--- src/hdl/dnsesc_pkg.sv ---
// ----------------------------------------------------------------------------
// DNS name escape decoder package
// Shared constants, escape modes and the result bundle passed from the
// decoder to the result queue.
// ----------------------------------------------------------------------------
`default_nettype none

package dnsesc_pkg;

  localparam int unsigned MAX_CAPACITY = 4096;
  localparam int unsigned CAP_W        = 13;
  localparam int unsigned CAP_RESET    = 256;
  localparam int unsigned RES_MAX      = 3;
  localparam int unsigned QUEUE_DEPTH  = 4;

  localparam logic [7:0] CHAR_BACKSLASH = 8'h5C;
  localparam logic [7:0] CHAR_ZERO      = 8'h30;
  localparam logic [7:0] CHAR_NINE      = 8'h39;
  localparam logic [7:0] CHAR_NUL       = 8'h00;

  typedef enum logic [1:0] {
    MODE_IDLE = 2'd0,
    MODE_ESC  = 2'd1,
    MODE_ONE  = 2'd2,
    MODE_TWO  = 2'd3
  } mode_t;

  typedef struct packed {
    logic [7:0] data;
    logic       term;
    logic       last;
  } result_t;

  typedef struct packed {
    logic [1:0]          num;
    result_t [RES_MAX-1:0] res;
  } push_t;

endpackage

`default_nettype wire

--- src/hdl/dns_name_escape_decoder_core.sv ---
// Timing: the results of an accepted request are registered in the result queue.
// Throughput: one request per cycle while each yields at most one result and the
//   output is not stalled; results leave one per cycle unless stalled, so a request
//   with two or three results stalls the input until the queue drains to one entry.
// Reset: synchronous, active high; escape state idle, counts zero, capacity 256.
// ----------------------------------------------------------------------------
// DNS name escape decoder
// Decodes presentation-format escapes in a name, one byte per request.
// ----------------------------------------------------------------------------
`default_nettype none

module dns_name_escape_decoder_core (
  input  wire logic                         clk,
  input  wire logic                         rst,
  input  wire logic                         in_valid,
  output logic                              in_stall,
  input  wire logic [7:0]                   char_byte,
  input  wire logic                         end_of_name,
  output logic                              out_valid,
  input  wire logic                         out_stall,
  output logic [7:0]                        out_byte,
  output logic                              is_terminator,
  output logic                              last_of_run,
  input  wire logic                         cfg_we,
  input  wire logic [dnsesc_pkg::CAP_W-1:0] cfg_wdata
);

  dnsesc_pkg::push_t   push;
  dnsesc_pkg::result_t head;
  logic                full;
  logic                accept;

  assign in_stall = full;
  assign accept   = in_valid && !full;

  dnsesc_decode u_decode (
    .clk         (clk),
    .rst         (rst),
    .accept      (accept),
    .char_byte   (char_byte),
    .end_of_name (end_of_name),
    .cfg_we      (cfg_we),
    .cfg_wdata   (cfg_wdata),
    .push        (push)
  );

  dnsesc_queue u_queue (
    .clk       (clk),
    .rst       (rst),
    .push      (push),
    .full      (full),
    .out_valid (out_valid),
    .out_stall (out_stall),
    .head      (head)
  );

  assign out_byte      = head.data;
  assign is_terminator = head.term;
  assign last_of_run   = head.last;

endmodule

`default_nettype wire

--- src/hdl/dnsesc_decode.sv ---
// ----------------------------------------------------------------------------
// DNS name escape decoder - step logic
// Holds the escape state, emitted byte count and capacity register; turns
// one accepted request into up to three results combinationally.
// ----------------------------------------------------------------------------
`default_nettype none

module dnsesc_decode (
  input  wire logic                         clk,
  input  wire logic                         rst,
  input  wire logic                         accept,
  input  wire logic [7:0]                   char_byte,
  input  wire logic                         end_of_name,
  input  wire logic                         cfg_we,
  input  wire logic [dnsesc_pkg::CAP_W-1:0] cfg_wdata,
  output dnsesc_pkg::push_t                 push
);

  dnsesc_pkg::mode_t              mode, mode_next;
  logic [3:0]                     first_digit, first_next;
  logic [3:0]                     second_digit, second_next;
  logic [dnsesc_pkg::CAP_W-1:0]   bytes_emitted, bytes_emitted_next;
  logic [dnsesc_pkg::CAP_W-1:0]   out_capacity;

  logic [dnsesc_pkg::CAP_W-1:0]   cap;
  logic                           is_end, is_bs, is_dig;
  logic [3:0]                     dig_val;
  logic [7:0]                     first_char, second_char;
  logic [10:0]                    esc_val;
  logic [1:0]                     ncand;
  logic [7:0]                     cand [dnsesc_pkg::RES_MAX];
  logic                           term;
  logic [dnsesc_pkg::CAP_W:0]     cap_ext;
  logic                           ok0, ok1, ok2;
  logic [1:0]                     allowed;
  logic [1:0]                     total;

  assign cap = (out_capacity > dnsesc_pkg::CAP_W'(dnsesc_pkg::MAX_CAPACITY))
             ? dnsesc_pkg::CAP_W'(dnsesc_pkg::MAX_CAPACITY) : out_capacity;
  assign cap_ext = {1'b0, cap};

  assign is_end      = end_of_name || (char_byte == dnsesc_pkg::CHAR_NUL);
  assign is_bs       = (char_byte == dnsesc_pkg::CHAR_BACKSLASH);
  assign is_dig      = (char_byte >= dnsesc_pkg::CHAR_ZERO) &&
                       (char_byte <= dnsesc_pkg::CHAR_NINE);
  assign dig_val     = 4'(char_byte - dnsesc_pkg::CHAR_ZERO);
  assign first_char  = dnsesc_pkg::CHAR_ZERO + {4'b0, first_digit};
  assign second_char = dnsesc_pkg::CHAR_ZERO + {4'b0, second_digit};
  assign esc_val     = 11'(first_digit) * 11'd100 + 11'(second_digit) * 11'd10
                     + 11'(dig_val);

  assign ok0 = ({1'b0, bytes_emitted} + 14'd1) < cap_ext;
  assign ok1 = ({1'b0, bytes_emitted} + 14'd2) < cap_ext;
  assign ok2 = ({1'b0, bytes_emitted} + 14'd3) < cap_ext;

  always_comb begin
    mode_next   = mode;
    first_next  = first_digit;
    second_next = second_digit;
    ncand       = 2'd0;
    cand[0]     = char_byte;
    cand[1]     = char_byte;
    cand[2]     = char_byte;
    term        = 1'b0;
    if (is_end) begin
      mode_next   = dnsesc_pkg::MODE_IDLE;
      first_next  = 4'd0;
      second_next = 4'd0;
      term        = (cap != '0);
      cand[0]     = first_char;
      cand[1]     = second_char;
      case (mode)
        dnsesc_pkg::MODE_ONE: ncand = 2'd1;
        dnsesc_pkg::MODE_TWO: ncand = 2'd2;
        default:              ncand = 2'd0;
      endcase
    end else begin
      case (mode)
        dnsesc_pkg::MODE_IDLE: begin
          if (is_bs) begin
            mode_next = dnsesc_pkg::MODE_ESC;
          end else begin
            ncand = 2'd1;
          end
        end
        dnsesc_pkg::MODE_ESC: begin
          if (is_dig) begin
            first_next = dig_val;
            mode_next  = dnsesc_pkg::MODE_ONE;
          end else begin
            mode_next = dnsesc_pkg::MODE_IDLE;
            ncand     = 2'd1;
          end
        end
        dnsesc_pkg::MODE_ONE: begin
          if (is_dig) begin
            second_next = dig_val;
            mode_next   = dnsesc_pkg::MODE_TWO;
          end else begin
            cand[0] = first_char;
            if (is_bs) begin
              ncand     = 2'd1;
              mode_next = dnsesc_pkg::MODE_ESC;
            end else begin
              ncand     = 2'd2;
              mode_next = dnsesc_pkg::MODE_IDLE;
            end
          end
        end
        dnsesc_pkg::MODE_TWO: begin
          mode_next = dnsesc_pkg::MODE_IDLE;
          if (is_dig) begin
            ncand   = 2'd1;
            cand[0] = esc_val[7:0];
          end else begin
            cand[0] = first_char;
            cand[1] = second_char;
            if (is_bs) begin
              ncand     = 2'd2;
              mode_next = dnsesc_pkg::MODE_ESC;
            end else begin
              ncand = 2'd3;
            end
          end
        end
        default: mode_next = dnsesc_pkg::MODE_IDLE;
      endcase
    end
  end

  assign allowed = 2'({1'b0, (ncand >= 2'd1) && ok0}) +
                   2'({1'b0, (ncand >= 2'd2) && ok1}) +
                   2'({1'b0, (ncand == 2'd3) && ok2});
  assign total   = allowed + 2'({1'b0, term});

  assign bytes_emitted_next = is_end ? '0 : bytes_emitted + dnsesc_pkg::CAP_W'(allowed);

  always_comb begin
    for (int i = 0; i < dnsesc_pkg::RES_MAX; i++) begin
      push.res[i].data = 8'd0;
      push.res[i].term = 1'b0;
      if (2'(i) < allowed) begin
        push.res[i].data = cand[i];
      end else if (term && (2'(i) == allowed)) begin
        push.res[i].term = 1'b1;
      end
      push.res[i].last = (2'(i + 1) == total);
    end
    push.num = accept ? total : 2'd0;
  end

  always_ff @(posedge clk) begin
    if (rst) begin
      mode          <= dnsesc_pkg::MODE_IDLE;
      first_digit   <= 4'd0;
      second_digit  <= 4'd0;
      bytes_emitted <= '0;
      out_capacity  <= dnsesc_pkg::CAP_W'(dnsesc_pkg::CAP_RESET);
    end else begin
      if (accept) begin
        mode          <= mode_next;
        first_digit   <= first_next;
        second_digit  <= second_next;
        bytes_emitted <= bytes_emitted_next;
      end
      if (cfg_we) begin
        out_capacity <= cfg_wdata;
      end
    end
  end

  a_end_clears: assert property (@(posedge clk) disable iff (rst)
    (accept && is_end) |=> (mode == dnsesc_pkg::MODE_IDLE && bytes_emitted == '0))
    else $error("escape state not cleared after end of name");

  a_count_bound: assert property (@(posedge clk) disable iff (rst)
    bytes_emitted < dnsesc_pkg::CAP_W'(dnsesc_pkg::MAX_CAPACITY))
    else $error("emitted byte count out of range");

  a_zero_cap_silent: assert property (@(posedge clk) disable iff (rst)
    (cap == '0) |-> (push.num == 2'd0))
    else $error("result produced with zero capacity");

endmodule

`default_nettype wire

--- src/hdl/dnsesc_queue.sv ---
// ----------------------------------------------------------------------------
// DNS name escape decoder - result queue
// Four-entry queue that takes up to three results a cycle while not full and
// presents one result a cycle on the output channel while not stalled.
// ----------------------------------------------------------------------------
`default_nettype none

module dnsesc_queue (
  input  wire logic              clk,
  input  wire logic              rst,
  input  dnsesc_pkg::push_t      push,
  output logic                   full,
  output logic                   out_valid,
  input  wire logic              out_stall,
  output dnsesc_pkg::result_t    head
);

  dnsesc_pkg::result_t ent [dnsesc_pkg::QUEUE_DEPTH];
  logic [1:0]          wr_ptr, rd_ptr;
  logic [2:0]          count, count_next;
  logic                pop;

  assign out_valid  = (count != 3'd0);
  assign pop        = out_valid && !out_stall;
  assign full       = (count > 3'd1);
  assign head       = ent[rd_ptr];
  assign count_next = count + 3'(push.num) - 3'({2'b0, pop});

  always_ff @(posedge clk) begin
    for (int i = 0; i < dnsesc_pkg::RES_MAX; i++) begin
      if (2'(i) < push.num) begin
        ent[wr_ptr + 2'(i)] <= push.res[i];
      end
    end
  end

  always_ff @(posedge clk) begin
    if (rst) begin
      wr_ptr <= 2'd0;
      rd_ptr <= 2'd0;
      count  <= 3'd0;
    end else begin
      wr_ptr <= wr_ptr + push.num;
      rd_ptr <= rd_ptr + 2'({1'b0, pop});
      count  <= count_next;
    end
  end

  a_no_overflow: assert property (@(posedge clk) disable iff (rst)
    count <= 3'(dnsesc_pkg::QUEUE_DEPTH))
    else $error("result queue overflow");

  a_push_room: assert property (@(posedge clk) disable iff (rst)
    (push.num != 2'd0) |-> (count <= 3'd1))
    else $error("results pushed without room");

  a_drain: assert property (@(posedge clk) disable iff (rst)
    (pop && push.num == 2'd0) |=> (count == $past(count) - 3'd1))
    else $error("queue count did not drop after a pop");

endmodule

`default_nettype wire
--- config.mk ---
export PLATFORM = sky130hd
export DESIGN_NAME = dns_name_escape_decoder_core
export DESIGN_NICKNAME = d
export VERILOG_FILES = /design/src/hdl/dnsesc_pkg.sv /design/src/hdl/dns_name_escape_decoder_core.sv /design/src/hdl/dnsesc_decode.sv /design/src/hdl/dnsesc_queue.sv
export SDC_FILE = /design/constraint.sdc
export NUM_CORES = 1
export LEC_CHECK = 0
export ABC_AREA = 1
export BUFFER_PORTS_ARGS = -buffer_cell sky130_fd_sc_hd__buf_2
export CAP_MARGIN = 5
export CORE_ASPECT_RATIO = 1.5
export CORE_UTILIZATION = 64
export CTS_BUF_LIST = sky130_fd_sc_hd__clkbuf_8
export CTS_CLUSTER_DIAMETER = 80
export DETAILED_ROUTE_END_ITERATION = 16
export PLACE_DENSITY = 0.83
export SETUP_SLACK_MARGIN = 0.5
export SLEW_MARGIN = 40
export SYNTH_ARGS = -nofsm -noshare
export SYNTH_HDL_FRONTEND = slang
export SYNTH_SLANG_ARGS = --single-unit
--- constraint.sdc ---
create_clock -name clk -period 6.5 [get_ports clk]
set_input_delay 0.325 -clock clk [delete_from_list [all_inputs] [get_ports clk]]
set_output_delay 0.325 -clock clk [all_outputs]
set_load 0.05 [all_outputs]
# [Word-level counts from Yosys, hierarchy flattened]
# Memory sizes are Yosys's and may differ from the RTL's. A register that Yosys moved wholly into a read port is not among the register bits.
# Cells that the tools add are included.
# W data, S select, Z words.
[op_classes] addsub=18 n_reduce_logical=23 mul=2 muxes=47 n_eq_ne=11 magnitude_cmp=15
[ops] operator="$mux W8" n=7
[ops] operator="$lt A14 B13 Y1" n=3
[ops] operator="$add A13 B2 Y14 const B" n=2
[ops] operator="$mux W13" n=2
[ops] operator="$mux W2" n=11
[ops] operator="$mux W4" n=5
[ops] operator="$mux W1" n=17
[ops] operator="$mux W16" n=1
[ops] operator="$pmux W2 S4" n=2
[ops] operator="$pmux W8 S2" n=1
[ops] operator="$add A13 B1 Y14 const B" n=1
[ops] operator="$add A6 B4 Y7 const A" n=2
[ops] operator="$add A13 B2 Y13" n=1
[ops] operator="$gt A13 B13 Y1 const B" n=1
[ops] operator="$reduce_bool A13 Y1" n=1
[ops] operator="$logic_and A1 B1 Y1" n=9
[ops] operator="$add A8 B4 Y8" n=1
[ops] operator="$add A8 B8 Y8" n=1
[ops] operator="$eq A8 B7 Y1 const B" n=1
[ops] operator="$ge A8 B6 Y1 const B" n=1
[ops] operator="$le A8 B6 Y1 const B" n=1
[ops] operator="$logic_not A8 Y1" n=1
[ops] operator="$lt A1 B2 Y1 const A" n=4
[ops] operator="$mul A4 B3 Y7 const B" n=1
[ops] operator="other kinds (26)" n=39
[totals] ram_bits=40 mem_count=1 ff_bits=43 wordCells=125 output_inout_bits=12 in_bits=27
[memory_table] name="u_queue.ent" words=4 word_bits=10 read_ports=1 rd_clocked_by_memory_dff=1 wr=3 line="dnsesc_queue.sv:18" text="dnsesc_pkg::result_t ent [dnsesc_pkg::QUEUE_DEPTH];"

# [Depth between registers and ports, before layout]
# Gate-level depths: netlist (run 1).
[depth] word_depth=14 depth_mapped=29 ltp_nobuf=27

# [Cells and area by module]
# Synthesis (run 1) repeated with hierarchy kept, for this count alone.
[unflattened] hier_cells=1047 area_unflattened_um2=7096.8
[by_module_without_submodules] mod="dnsesc_decode" instances=1 cells_each=650 seq_area_each_um2=720.7 area_per_inst_um2=4205.3
[by_module_without_submodules] mod="dnsesc_queue" instances=1 cells_each=395 seq_area_each_um2=1341.3 area_per_inst_um2=2881.5
[by_module_without_submodules] mod="dns_name_escape_decoder_core" instances=1 cells_each=2 seq_area_each_um2=0.0 area_per_inst_um2=10.0

# [Least setup slack after synthesis (run 1)]
# OpenSTA, ideal clock, no wires.
[synth_timing] path_type="reg-to-reg" start="reg u_decode.out_capacity[8] in the netlist's numbering" end="mem u_queue.ent[0][0] in the netlist's numbering, enable pin" path_buffers=2 slack_ns=1.806 synth_period_minus_slack_ns=4.694 setup_time_ns=0.391 arrival_ns=4.303 required_ns=6.109 stages_incl_launch_ff=19 cell_sequence="dfxtp_1 -> or2_1 -> nor2_1 -> nand2_1 -> nand2_2 -> buf_2 -> buf_1 -> nand2_1 -> ha_1 -> a21o_1 -> nand4_1 -> nand2_1 -> a21oi_1 -> nand3_1 -> fa_1 -> inv_1 -> ha_1 -> o21ai_0 -> o21ai_0"
[synth_lines] item="start, declared" line="dnsesc_decode.sv:23" text="logic [dnsesc_pkg::CAP_W-1:0] out_capacity;"
[synth_lines] item="start signal, assigned" line="dnsesc_decode.sv:158" text="out_capacity <= dnsesc_pkg::CAP_W'(dnsesc_pkg::CAP_RESET);"
[synth_lines] item="start signal, assigned" line="dnsesc_decode.sv:167" text="out_capacity <= cfg_wdata;"
[synth_lines] item="end, declared" line="dnsesc_queue.sv:18"

==> results of run 1 <==
[layout by cell type (no fill, tap or decap), types with 6 or more instances in the layout]
cell	count
sky130_fd_sc_hd__o22ai_1	15
sky130_fd_sc_hd__nand3_1	104
sky130_fd_sc_hd__clkbuf_8	9
sky130_fd_sc_hd__nor3_1	12
sky130_fd_sc_hd__xnor2_1	10
sky130_fd_sc_hd__ha_1	58
sky130_fd_sc_hd__nor2_8	10
sky130_fd_sc_hd__nor2_1	114
sky130_fd_sc_hd__dfxtp_1	43
sky130_fd_sc_hd__inv_2	9
sky130_fd_sc_hd__nand2_1	207
sky130_fd_sc_hd__o21ai_0	50
sky130_fd_sc_hd__o211ai_1	6
sky130_fd_sc_hd__nand4_1	28
sky130_fd_sc_hd__buf_2	38
sky130_fd_sc_hd__a21o_1	8
sky130_fd_sc_hd__a21oi_1	42
sky130_fd_sc_hd__xor2_1	27
sky130_fd_sc_hd__edfxtp_1	40
sky130_fd_sc_hd__inv_1	119
sky130_fd_sc_hd__o21ai_1	6
sky130_fd_sc_hd__fa_1	7
sky130_fd_sc_hd__nor2_2	7
[through the flow]
step	worst slack [ps]	utilization	area, um2	power, mW
5_1_grt	768	0.696	7660	2.19
3_5_place_dp	1040	0.679	7470	1.70
4_1_cts	1020	0.695	7650	2.04
3_3_place_gp	1120	0.679	7470	1.68
6_report	1060	0.696	7660	2.07
2_1_floorplan	1810	-	7190	1.44
[cell type report]
cell class                 count  area share
clock inverter                 7     0.00670
inverter                     135      0.0702
multi-input combinational    756       0.586
tap                          147      0.0240
sequential                    83       0.269
clock buffer                   9      0.0162
timing repair buffer          41      0.0278
[cell families (layout without fill, tap and decap cells)]
kind of cell,Yosys count,after routing,synth area share
buffers and inverters,158,192,0.0904
AND/OR/NAND/NOR,506,506,0.336
AO/OA/AOI/OAI,147,147,0.119
flip-flops,83,83,0.287
adder cells (fa/ha/maj),65,65,0.120
XOR/XNOR,38,38,0.0474
[cell usage after synthesis, types with 3 or more instances]
library cell and count:
sky130_fd_sc_hd__a211oi_1 5, sky130_fd_sc_hd__a21o_1 8, sky130_fd_sc_hd__a21oi_1 42, sky130_fd_sc_hd__a21oi_2 4
sky130_fd_sc_hd__a22oi_1 3, sky130_fd_sc_hd__buf_2 5, sky130_fd_sc_hd__clkbuf_1 14, sky130_fd_sc_hd__dfxtp_1 43
sky130_fd_sc_hd__edfxtp_1 40, sky130_fd_sc_hd__fa_1 7, sky130_fd_sc_hd__ha_1 58, sky130_fd_sc_hd__inv_1 119
sky130_fd_sc_hd__inv_2 9, sky130_fd_sc_hd__nand2_1 207, sky130_fd_sc_hd__nand2_2 5, sky130_fd_sc_hd__nand2_4 3
sky130_fd_sc_hd__nand3_1 104, sky130_fd_sc_hd__nand4_1 28, sky130_fd_sc_hd__nor2_1 114, sky130_fd_sc_hd__nor2_2 7
sky130_fd_sc_hd__nor2_4 4, sky130_fd_sc_hd__nor2_8 10, sky130_fd_sc_hd__nor3_1 12, sky130_fd_sc_hd__nor3b_1 3
sky130_fd_sc_hd__o211ai_1 6, sky130_fd_sc_hd__o21ai_0 52, sky130_fd_sc_hd__o21ai_1 5, sky130_fd_sc_hd__o22ai_1 15
sky130_fd_sc_hd__xnor2_1 10, sky130_fd_sc_hd__xor2_1 27
[state kept, by name, summed over array words and instances (netlist names), 3 cells and up]
signal	count
u_decode.first_digit	4
u_decode.second_digit	4
u_decode.bytes_emitted	13
u_queue.ent	40
u_queue.count	3
u_decode.out_capacity	13
[how the worst min path moves through the flow]
| stage | startpoint | end | slack [ps] | cells after the start |
|---|---|---|---|---|
| after floorplan | cfg_wdata[8] | u_decode.out_capacity[8]$_SDFFE_PP1P_ | 450 | 2 |
| after global placement | u_decode.first_digit[3]$_SDFFE_PP0P_ | u_decode.first_digit[3]$_SDFFE_PP0P_ | 500 | 2 |
| after detailed placement | u_decode.first_digit[3]$_SDFFE_PP0P_ | u_decode.first_digit[3]$_SDFFE_PP0P_ | 500 | 2 |
| after CTS | cfg_wdata[8] | u_decode.out_capacity[8]$_SDFFE_PP1P_ | 160 | 3 |
| after global routing | cfg_wdata[8] | u_decode.out_capacity[8]$_SDFFE_PP1P_ | 160 | 3 |
| final | cfg_wdata[8] | u_decode.out_capacity[8]$_SDFFE_PP1P_ | 160 | 3 |
[worst max-delay path, delay by kind of cell (launching register included)]
family,cells,cell delay [ps]
AO/OA/AOI/OAI,4,550
XOR/XNOR,2,370
adder cells (fa/ha/maj),4,1510
buffers and inverters,4,820
flip-flops,1,550
AND/OR/NAND/NOR,7,1320
[power by group through the flow]
stage	registers (mW)	clock network (mW)	logic, mW
after global routing	0.728	0.367	1.10
after global placement	0.723	0	0.958
after floorplan	0.699	0	0.744
final	0.718	0.353	0.997
after detailed placement	0.728	0	0.968
after CTS	0.716	0.351	0.973
[per-layer routing]
layer,track usage,vias up,routed length [um]
met2,0.718,349,11800
met4,0.362,2,2230
met1,0.390,3267,7480
li1,-,3390,-
met3,0.137,159,1670
met5,0.00455,-,13
==> qor.tcl, run 1 <==
set qor(postSynthAreaPerCell_um2) 7.21
set qor(timing.critical_path.from) {u_decode.bytes_emitted[0]$_SDFFE_PP0P_}
set qor(critPathCapture) {u_queue.ent[0][5]$_DFFE_PP_}
set qor(die-width_um) 88.5
set qor(post-synth-top-area-fraction) 0.167
set qor(nFillCells) 959
set qor(grt_setup_unrepaired) {false}
set qor(critPathRequiredTime_ps) 6570
set qor(power-per-cell-area_nw_per_um2) 270
set qor(fp.dieArea_um2) 11700
set qor(drv_slew) 0
set qor(reg2regPathDepth) 21
set qor(row_count) 47
set qor(worst-slew-pin-transition_ps) 938
set qor(register_area_um2) 2060
set qor(r2r_end) {u_queue.ent[0][5]$_DFFE_PP_}
set qor(floorplan.core_area_um2) 11000
set qor(clock_power_share) 0.171
set qor(syn-instance-count) 997
set qor(place_congestion) 1.13
set qor(grt_antenna_before_repair) 1
set qor(grt_pass1_wl_um) 36400
set qor(routed_wire_length_per_instance_um) 19.7
set qor(critPathMaxFanout) 11
set qor(r2r_setup_slack_ps) 1060
set qor(synthArstFlopShare) 0
set qor(post_cts_hold_buffer_count) 0
set qor(critical_path.slowest_cell) {sky130_fd_sc_hd__fa_1}
set qor(hold_violations) 0
set qor(power.switching_mw) 1.00
set qor(layout-area-overhead-vs-synth_pct) 6.58
set qor(place_hpwl_um) 18100
set qor(tritoncts) {yes}
set qor(run_status) {finished clean}
set qor(worst_slew_margin_rel) 0.368
set qor(dr_total_vias) 7167
set qor(grt_overflow_total) 0
set qor(holdWs_ps) 160
set qor(internal_power_component_mw) 1.07
set qor(antennaDiodeCount) 0
set qor(end_kind) {flop}
set qor(synth-edff-count) 40
set qor(crit_path_cell_trace) {clkinv_1 > ha_1 > nor2_2 > nand2_1 > xor2_1 > ha_1 > a21oi_1 > o211ai_1 > a21oi_1 > nand3_1 > fa_1 > inv_1 > ha_1 > xnor2_2 > nand2_4 > nor2_4 > inv_2 > nor2_8 > nor2_8 > o21ai_0 > buf_4}
set qor(fin_nets) 1118
set qor(min-delay-path-class) {input port to flop}
set qor(avgViaCountPerCell) 6.08
set qor(ioPinCount) 39
set qor(type_of_origin_of_the_critical_path) {flop}
set qor(synthesis.area_um2) 7190
set qor(cap_viol_max_count) 0
set qor(worst_setup_hold_path_clk_slew_ps) 100
set qor(worstReg2RegStart) {u_decode.bytes_emitted[0]$_SDFFE_PP0P_}
set qor(p_leak_nw) 3.72
set qor(port_buffers) 38
set qor(worst_clock_skew_ps) 17.4
set qor(power.share.switching) 0.484
set qor(die_h_um) 132
set qor(drtAntennaViolNets) 0
set qor(clk_root_buffer_cell) {sky130_fd_sc_hd__clkbuf_8}
set qor(cp_slowest_stage_delay_ps) 630
set qor(ys_seq_area_frac) 0.287
set qor(drtIter0Drc) 607
set qor(grt_usage) 0.422
set qor(netlist_top_cells_area) {sky130_fd_sc_hd__edfxtp_1 (17%), sky130_fd_sc_hd__dfxtp_1 (12%), sky130_fd_sc_hd__nand2_1 (11%)}
set qor(drt_drc) 0
set qor(finalCritPeriodShare) 0.837
set qor(clock-sinks) 83
set qor(cts_max_level) 3
set qor(place_inst) 1162
set qor(initial_cell_density_of_the_core) 0.653
set qor(yosys_most_used_dff) {sky130_fd_sc_hd__dfxtp_1}
set qor(cts_repair_resize_count) 0
set qor(ir_worst_vdd_uv) 134
set qor(stdcell_count) 1178
set qor(power.combinational.fraction) 0.482
set qor(synth.distinct_cells) 53
set qor(clock_tree.buffer_depth) 2
set qor(wl_um) 23200
set qor(share_seq_of_total_power) 0.347
set qor(multiInputGateArea_um2) 4490
set qor(clock_latency_ps) 380
set qor(synth_top_cell_by_area) {sky130_fd_sc_hd__edfxtp_1}
set qor(synth_seq_cells) 83
set qor(cp_common_cell) {sky130_fd_sc_hd__ha_1}
set qor(fmax_mhz) 184
set qor(cts_buffers) 9
set qor(finalWorstPathRequiredPeriod_ps) 5440
set qor(totalNegativeSetupSlack_ps) 0
set qor(grt_pass1_vias) 7016
set qor(maximum_number_of_pins_on_one_net_before_global_route_repair) 24
set qor(cp_data_arrival_time_ps) 5510
set qor(synth.net_count) 1089
set qor(path_type_of_the_worst_setup_path) {flop to flop}
set qor(post-cts-setup-buffers) 0
set qor(synth.yosys.warnings) 0
set qor(number_of_optimization_iterations_in_the_first_detailed_route_pass) 6
set qor(drive_above_1_share) 0.111
set qor(setup_viol_count_final) 0
(Power assumes the default switching activity.)
==> run 2, diff against run 1 <==
Settings changed: CORE_UTILIZATION 64 to 58, PLACE_DENSITY 0.83 to 0.79.
Clock period 6.5 ns to 4.5 ns, I/O delays scaled along.
==> qor.tcl, run 2 (synthesis results as in run 1) <==
set qor(multiInputGateArea_um2) 5190 ;# +16%
set qor(totalNegativeSetupSlack_ps) 0 ;# unchanged
set qor(drv_slew) 0 ;# unchanged
set qor(clock-sinks) 83 ;# unchanged
set qor(setup_viol_count_final) 0 ;# unchanged
set qor(max_flop_register) {u_queue.ent}
set qor(cts_buffers) 9 ;# unchanged
set qor(critPathMaxFanout) 7 ;# -4
set qor(internal_power_component_mw) 1.78 ;# +67%
set qor(drt_drc) 0 ;# unchanged
set qor(cp_data_arrival_time_ps) 4540 ;# -970 ps
set qor(grt_pass1_wl_um) 34200 ;# -6.0%
set qor(dp_area_um2) 7940 ;# +6.2%
set qor(clock_latency_ps) 370 ;# about the same
set qor(maximum_number_of_pins_on_one_net_before_global_route_repair) 23 ;# -4.2%
set qor(row_count) 49 ;# +4.3%
set qor(worst_clock_skew_ps) 16.6 ;# -0.794 ps
set qor(dr_total_vias) 7590 ;# +5.9%
set qor(ir_worst_vdd_uv) 260 ;# +94%
set qor(mostFrequentLayoutCells) {sky130_fd_sc_hd__nand2_1 (187), sky130_fd_sc_hd__inv_1 (110), sky130_fd_sc_hd__nor2_1 (104)}
set qor(hold_violations) 0 ;# unchanged
set qor(clk_root_buffer_cell) {sky130_fd_sc_hd__clkbuf_8}
set qor(run_status) {finished clean}
set qor(drive_above_1_share) 0.283 ;# +0.172
set qor(cap_viol_max_count) 0 ;# unchanged
set qor(critPathRequiredTime_ps) 4820 ;# -1750 ps
set qor(number_of_optimization_iterations_in_the_first_detailed_route_pass) 5 ;# -1
set qor(p_leak_nw) 4.43 ;# +19%
set qor(floorplan.core_area_um2) 12000 ;# +9.3%
set qor(min-delay-path-class) {input port to flop}
set qor(type_of_origin_of_the_critical_path) {flop}
set qor(largest_register_ffs) 40 ;# unchanged
set qor(routed_wire_length_per_instance_um) 18.3 ;# -6.9%
set qor(worst_setup_hold_path_clk_slew_ps) 100 ;# about the same
set qor(drtIter0Drc) 571 ;# -5.9%
set qor(place_hpwl_um) 16100 ;# -11%
set qor(grt_usage) 0.341 ;# -0.0803
set qor(drtAntennaViolNets) 0 ;# unchanged
set qor(place_congestion) 1.06 ;# -5.7%
set qor(wl_um) 23300 ;# +0.45%
set qor(grt_overflow_total) 0 ;# unchanged
set qor(die-width_um) 92.9 ;# +4.9%
set qor(post_cts_hold_buffer_count) 0 ;# unchanged
set qor(grt_antenna_before_repair) 0 ;# -1
set qor(path_type_of_the_worst_setup_path) {flop to flop}
set qor(layout-area-overhead-vs-synth_pct) 27.6
set qor(end_kind) {flop}
set qor(power.switching_mw) 1.53 ;# +53%
set qor(layout.cells.most_common) {sky130_fd_sc_hd__nand2_1}
set qor(p_total_mw) 3.31 ;# +60%
set qor(worst-slew-pin-transition_ps) 717 ;# -221 ps
set qor(final_design_instance_area_without_fill_um2) 9170 ;# +20%
set qor(antennaDiodeCount) 0 ;# unchanged
set qor(power.combinational.fraction) 0.518 ;# +0.036
set qor(register_area_um2) 2100 ;# +1.8%
set qor(cts_max_level) 3 ;# unchanged
set qor(clock_power_share) 0.171 ;# about the same
set qor(fin_nets) 1205 ;# +7.8%
set qor(die_h_um) 138 ;# +5.0%
set qor(fp.dieArea_um2) 12800 ;# +10%
set qor(grt_pass1_vias) 7245 ;# +3.3%
set qor(clock_tree.buffer_depth) 2 ;# unchanged
set qor(finalCritPeriodShare) 0.939 ;# +0.102
set qor(port_buffers) 38 ;# unchanged
set qor(grt_setup_unrepaired) {true}
set qor(worst_slew_margin_rel) 0.521 ;# +0.153
set qor(fmax_mhz) 237 ;# +29%
set qor(power.share.switching) 0.461 ;# -0.0226
set qor(power-per-cell-area_nw_per_um2) 361 ;# +34%
set qor(avgViaCountPerCell) 5.97 ;# -1.8%
set qor(share_seq_of_total_power) 0.311 ;# -0.036
set qor(ioPinCount) 39 ;# unchanged
set qor(tritoncts) {yes}
set qor(nFillCells) 867 ;# -9.6%
set qor(layout_top_registers) {u_queue.ent: 40 flops, u_decode.bytes_emitted: 13 flops, u_decode.out_capacity: 13 flops}
set qor(finalWorstPathRequiredPeriod_ps) 4230 ;# -1220 ps
set qor(initial_cell_density_of_the_core) 0.598 ;# -0.0555
==> run 2: cell types whose count changed in the layout (fill, tap and decap cells not counted), sizes merged <==
cell / before / now
buf: 41 / 120
clkinvlp: 4 / 0
o21ai: 58 / 62
clkinv: 4 / 7
clkbuf: 9 / 11
nor2: 135 / 137
bufinv: 0 / 1
inv: 134 / 133
nand2: 215 / 216
==> run 2: final timing paths <==
check	cells past startpoint	slack, ps	to	startpoint
setup / recovery	21	270	u_queue.count[1]$_SDFF_PP0_	u_decode.bytes_emitted[2]$_SDFFE_PP0P_
hold / removal	3	80	u_decode.out_capacity[2]$_SDFFE_PP0P_	cfg_wdata[2]
hold reg to reg	2	500	u_decode.first_digit[3]$_SDFFE_PP0P_	u_decode.first_digit[3]$_SDFFE_PP0P_
setup reg to reg	21	270	u_queue.count[1]$_SDFF_PP0_	u_decode.bytes_emitted[2]$_SDFFE_PP0P_
==> run 2: cell type report <==
type / instances / area share
flip-flops and latches: 83 / 0.229
clock buffers: 10 / 0.0150
repair buffers: 121 / 0.101
multi-input cells: 763 / 0.566
well taps: 153 / 0.0209
inverters: 135 / 0.0611
clock inverters: 6 / 0.00710
==> run 2: timing repair <==
action / 4_1_cts / 5_1_grt
endpoints found under the hold margin: 0 / 0
setup endpoints to repair: 95 / 95
setup buffers: 30 / 13
gates cloned: 1 / 7
pin swaps: 51 / 41
gates resized for setup: 85 / 63
==> run 2: metrics by stage <==
step	utilization	setup WS [ps]	hold WS (ps)	cells
6_report	0.763	273	76.3	1271
5_1_grt	0.763	85.5	80.8	1271
4_1_cts	0.724	386	72.8	1251
3_5_place_dp	0.660	118	454	1204
3_3_place_gp	0.660	137	446	1204
2_1_floorplan	-	456	351	997
==> run 2: layer usage <==
metal,track usage,vias up,share of wire
met2,0.617,407,0.51
met1,0.337,3430,0.33
met3,0.0490,175,0.059
met4,0.275,0,0.099
met5,0,-,0
li1,-,3578,-
==> run 2: power by group through the flow <==
stage	clock network [mW]	registers [mW]	logic, mW
CTS	0.561	1.03	1.53
finish	0.566	1.03	1.71
detailed placement	0	1.05	1.46
global placement	0	1.05	1.44
floorplan	0	1.01	1.13
global route	0.594	1.04	1.85
==> run 2: worst max-delay path, cell delays in order, from the launching register on <==
cell and delay, ps:
sky130_fd_sc_hd__dfxtp_4 410, sky130_fd_sc_hd__buf_4 160, sky130_fd_sc_hd__nand2_8 90, sky130_fd_sc_hd__nor4_4 360, sky130_fd_sc_hd__nand2_1 120, sky130_fd_sc_hd__xor2_1 160, sky130_fd_sc_hd__ha_1 290, sky130_fd_sc_hd__nand3_1 100
sky130_fd_sc_hd__nor2_2 60, sky130_fd_sc_hd__nor3b_2 150, sky130_fd_sc_hd__nand2_1 90, sky130_fd_sc_hd__nand3_2 90, sky130_fd_sc_hd__fa_2 560, sky130_fd_sc_hd__inv_2 60, sky130_fd_sc_hd__ha_4 170, sky130_fd_sc_hd__xnor2_4 190
sky130_fd_sc_hd__nand2_4 160, sky130_fd_sc_hd__ha_4 300, sky130_fd_sc_hd__inv_2 30, sky130_fd_sc_hd__fa_2 510, sky130_fd_sc_hd__inv_1 40, sky130_fd_sc_hd__nor2_1 60
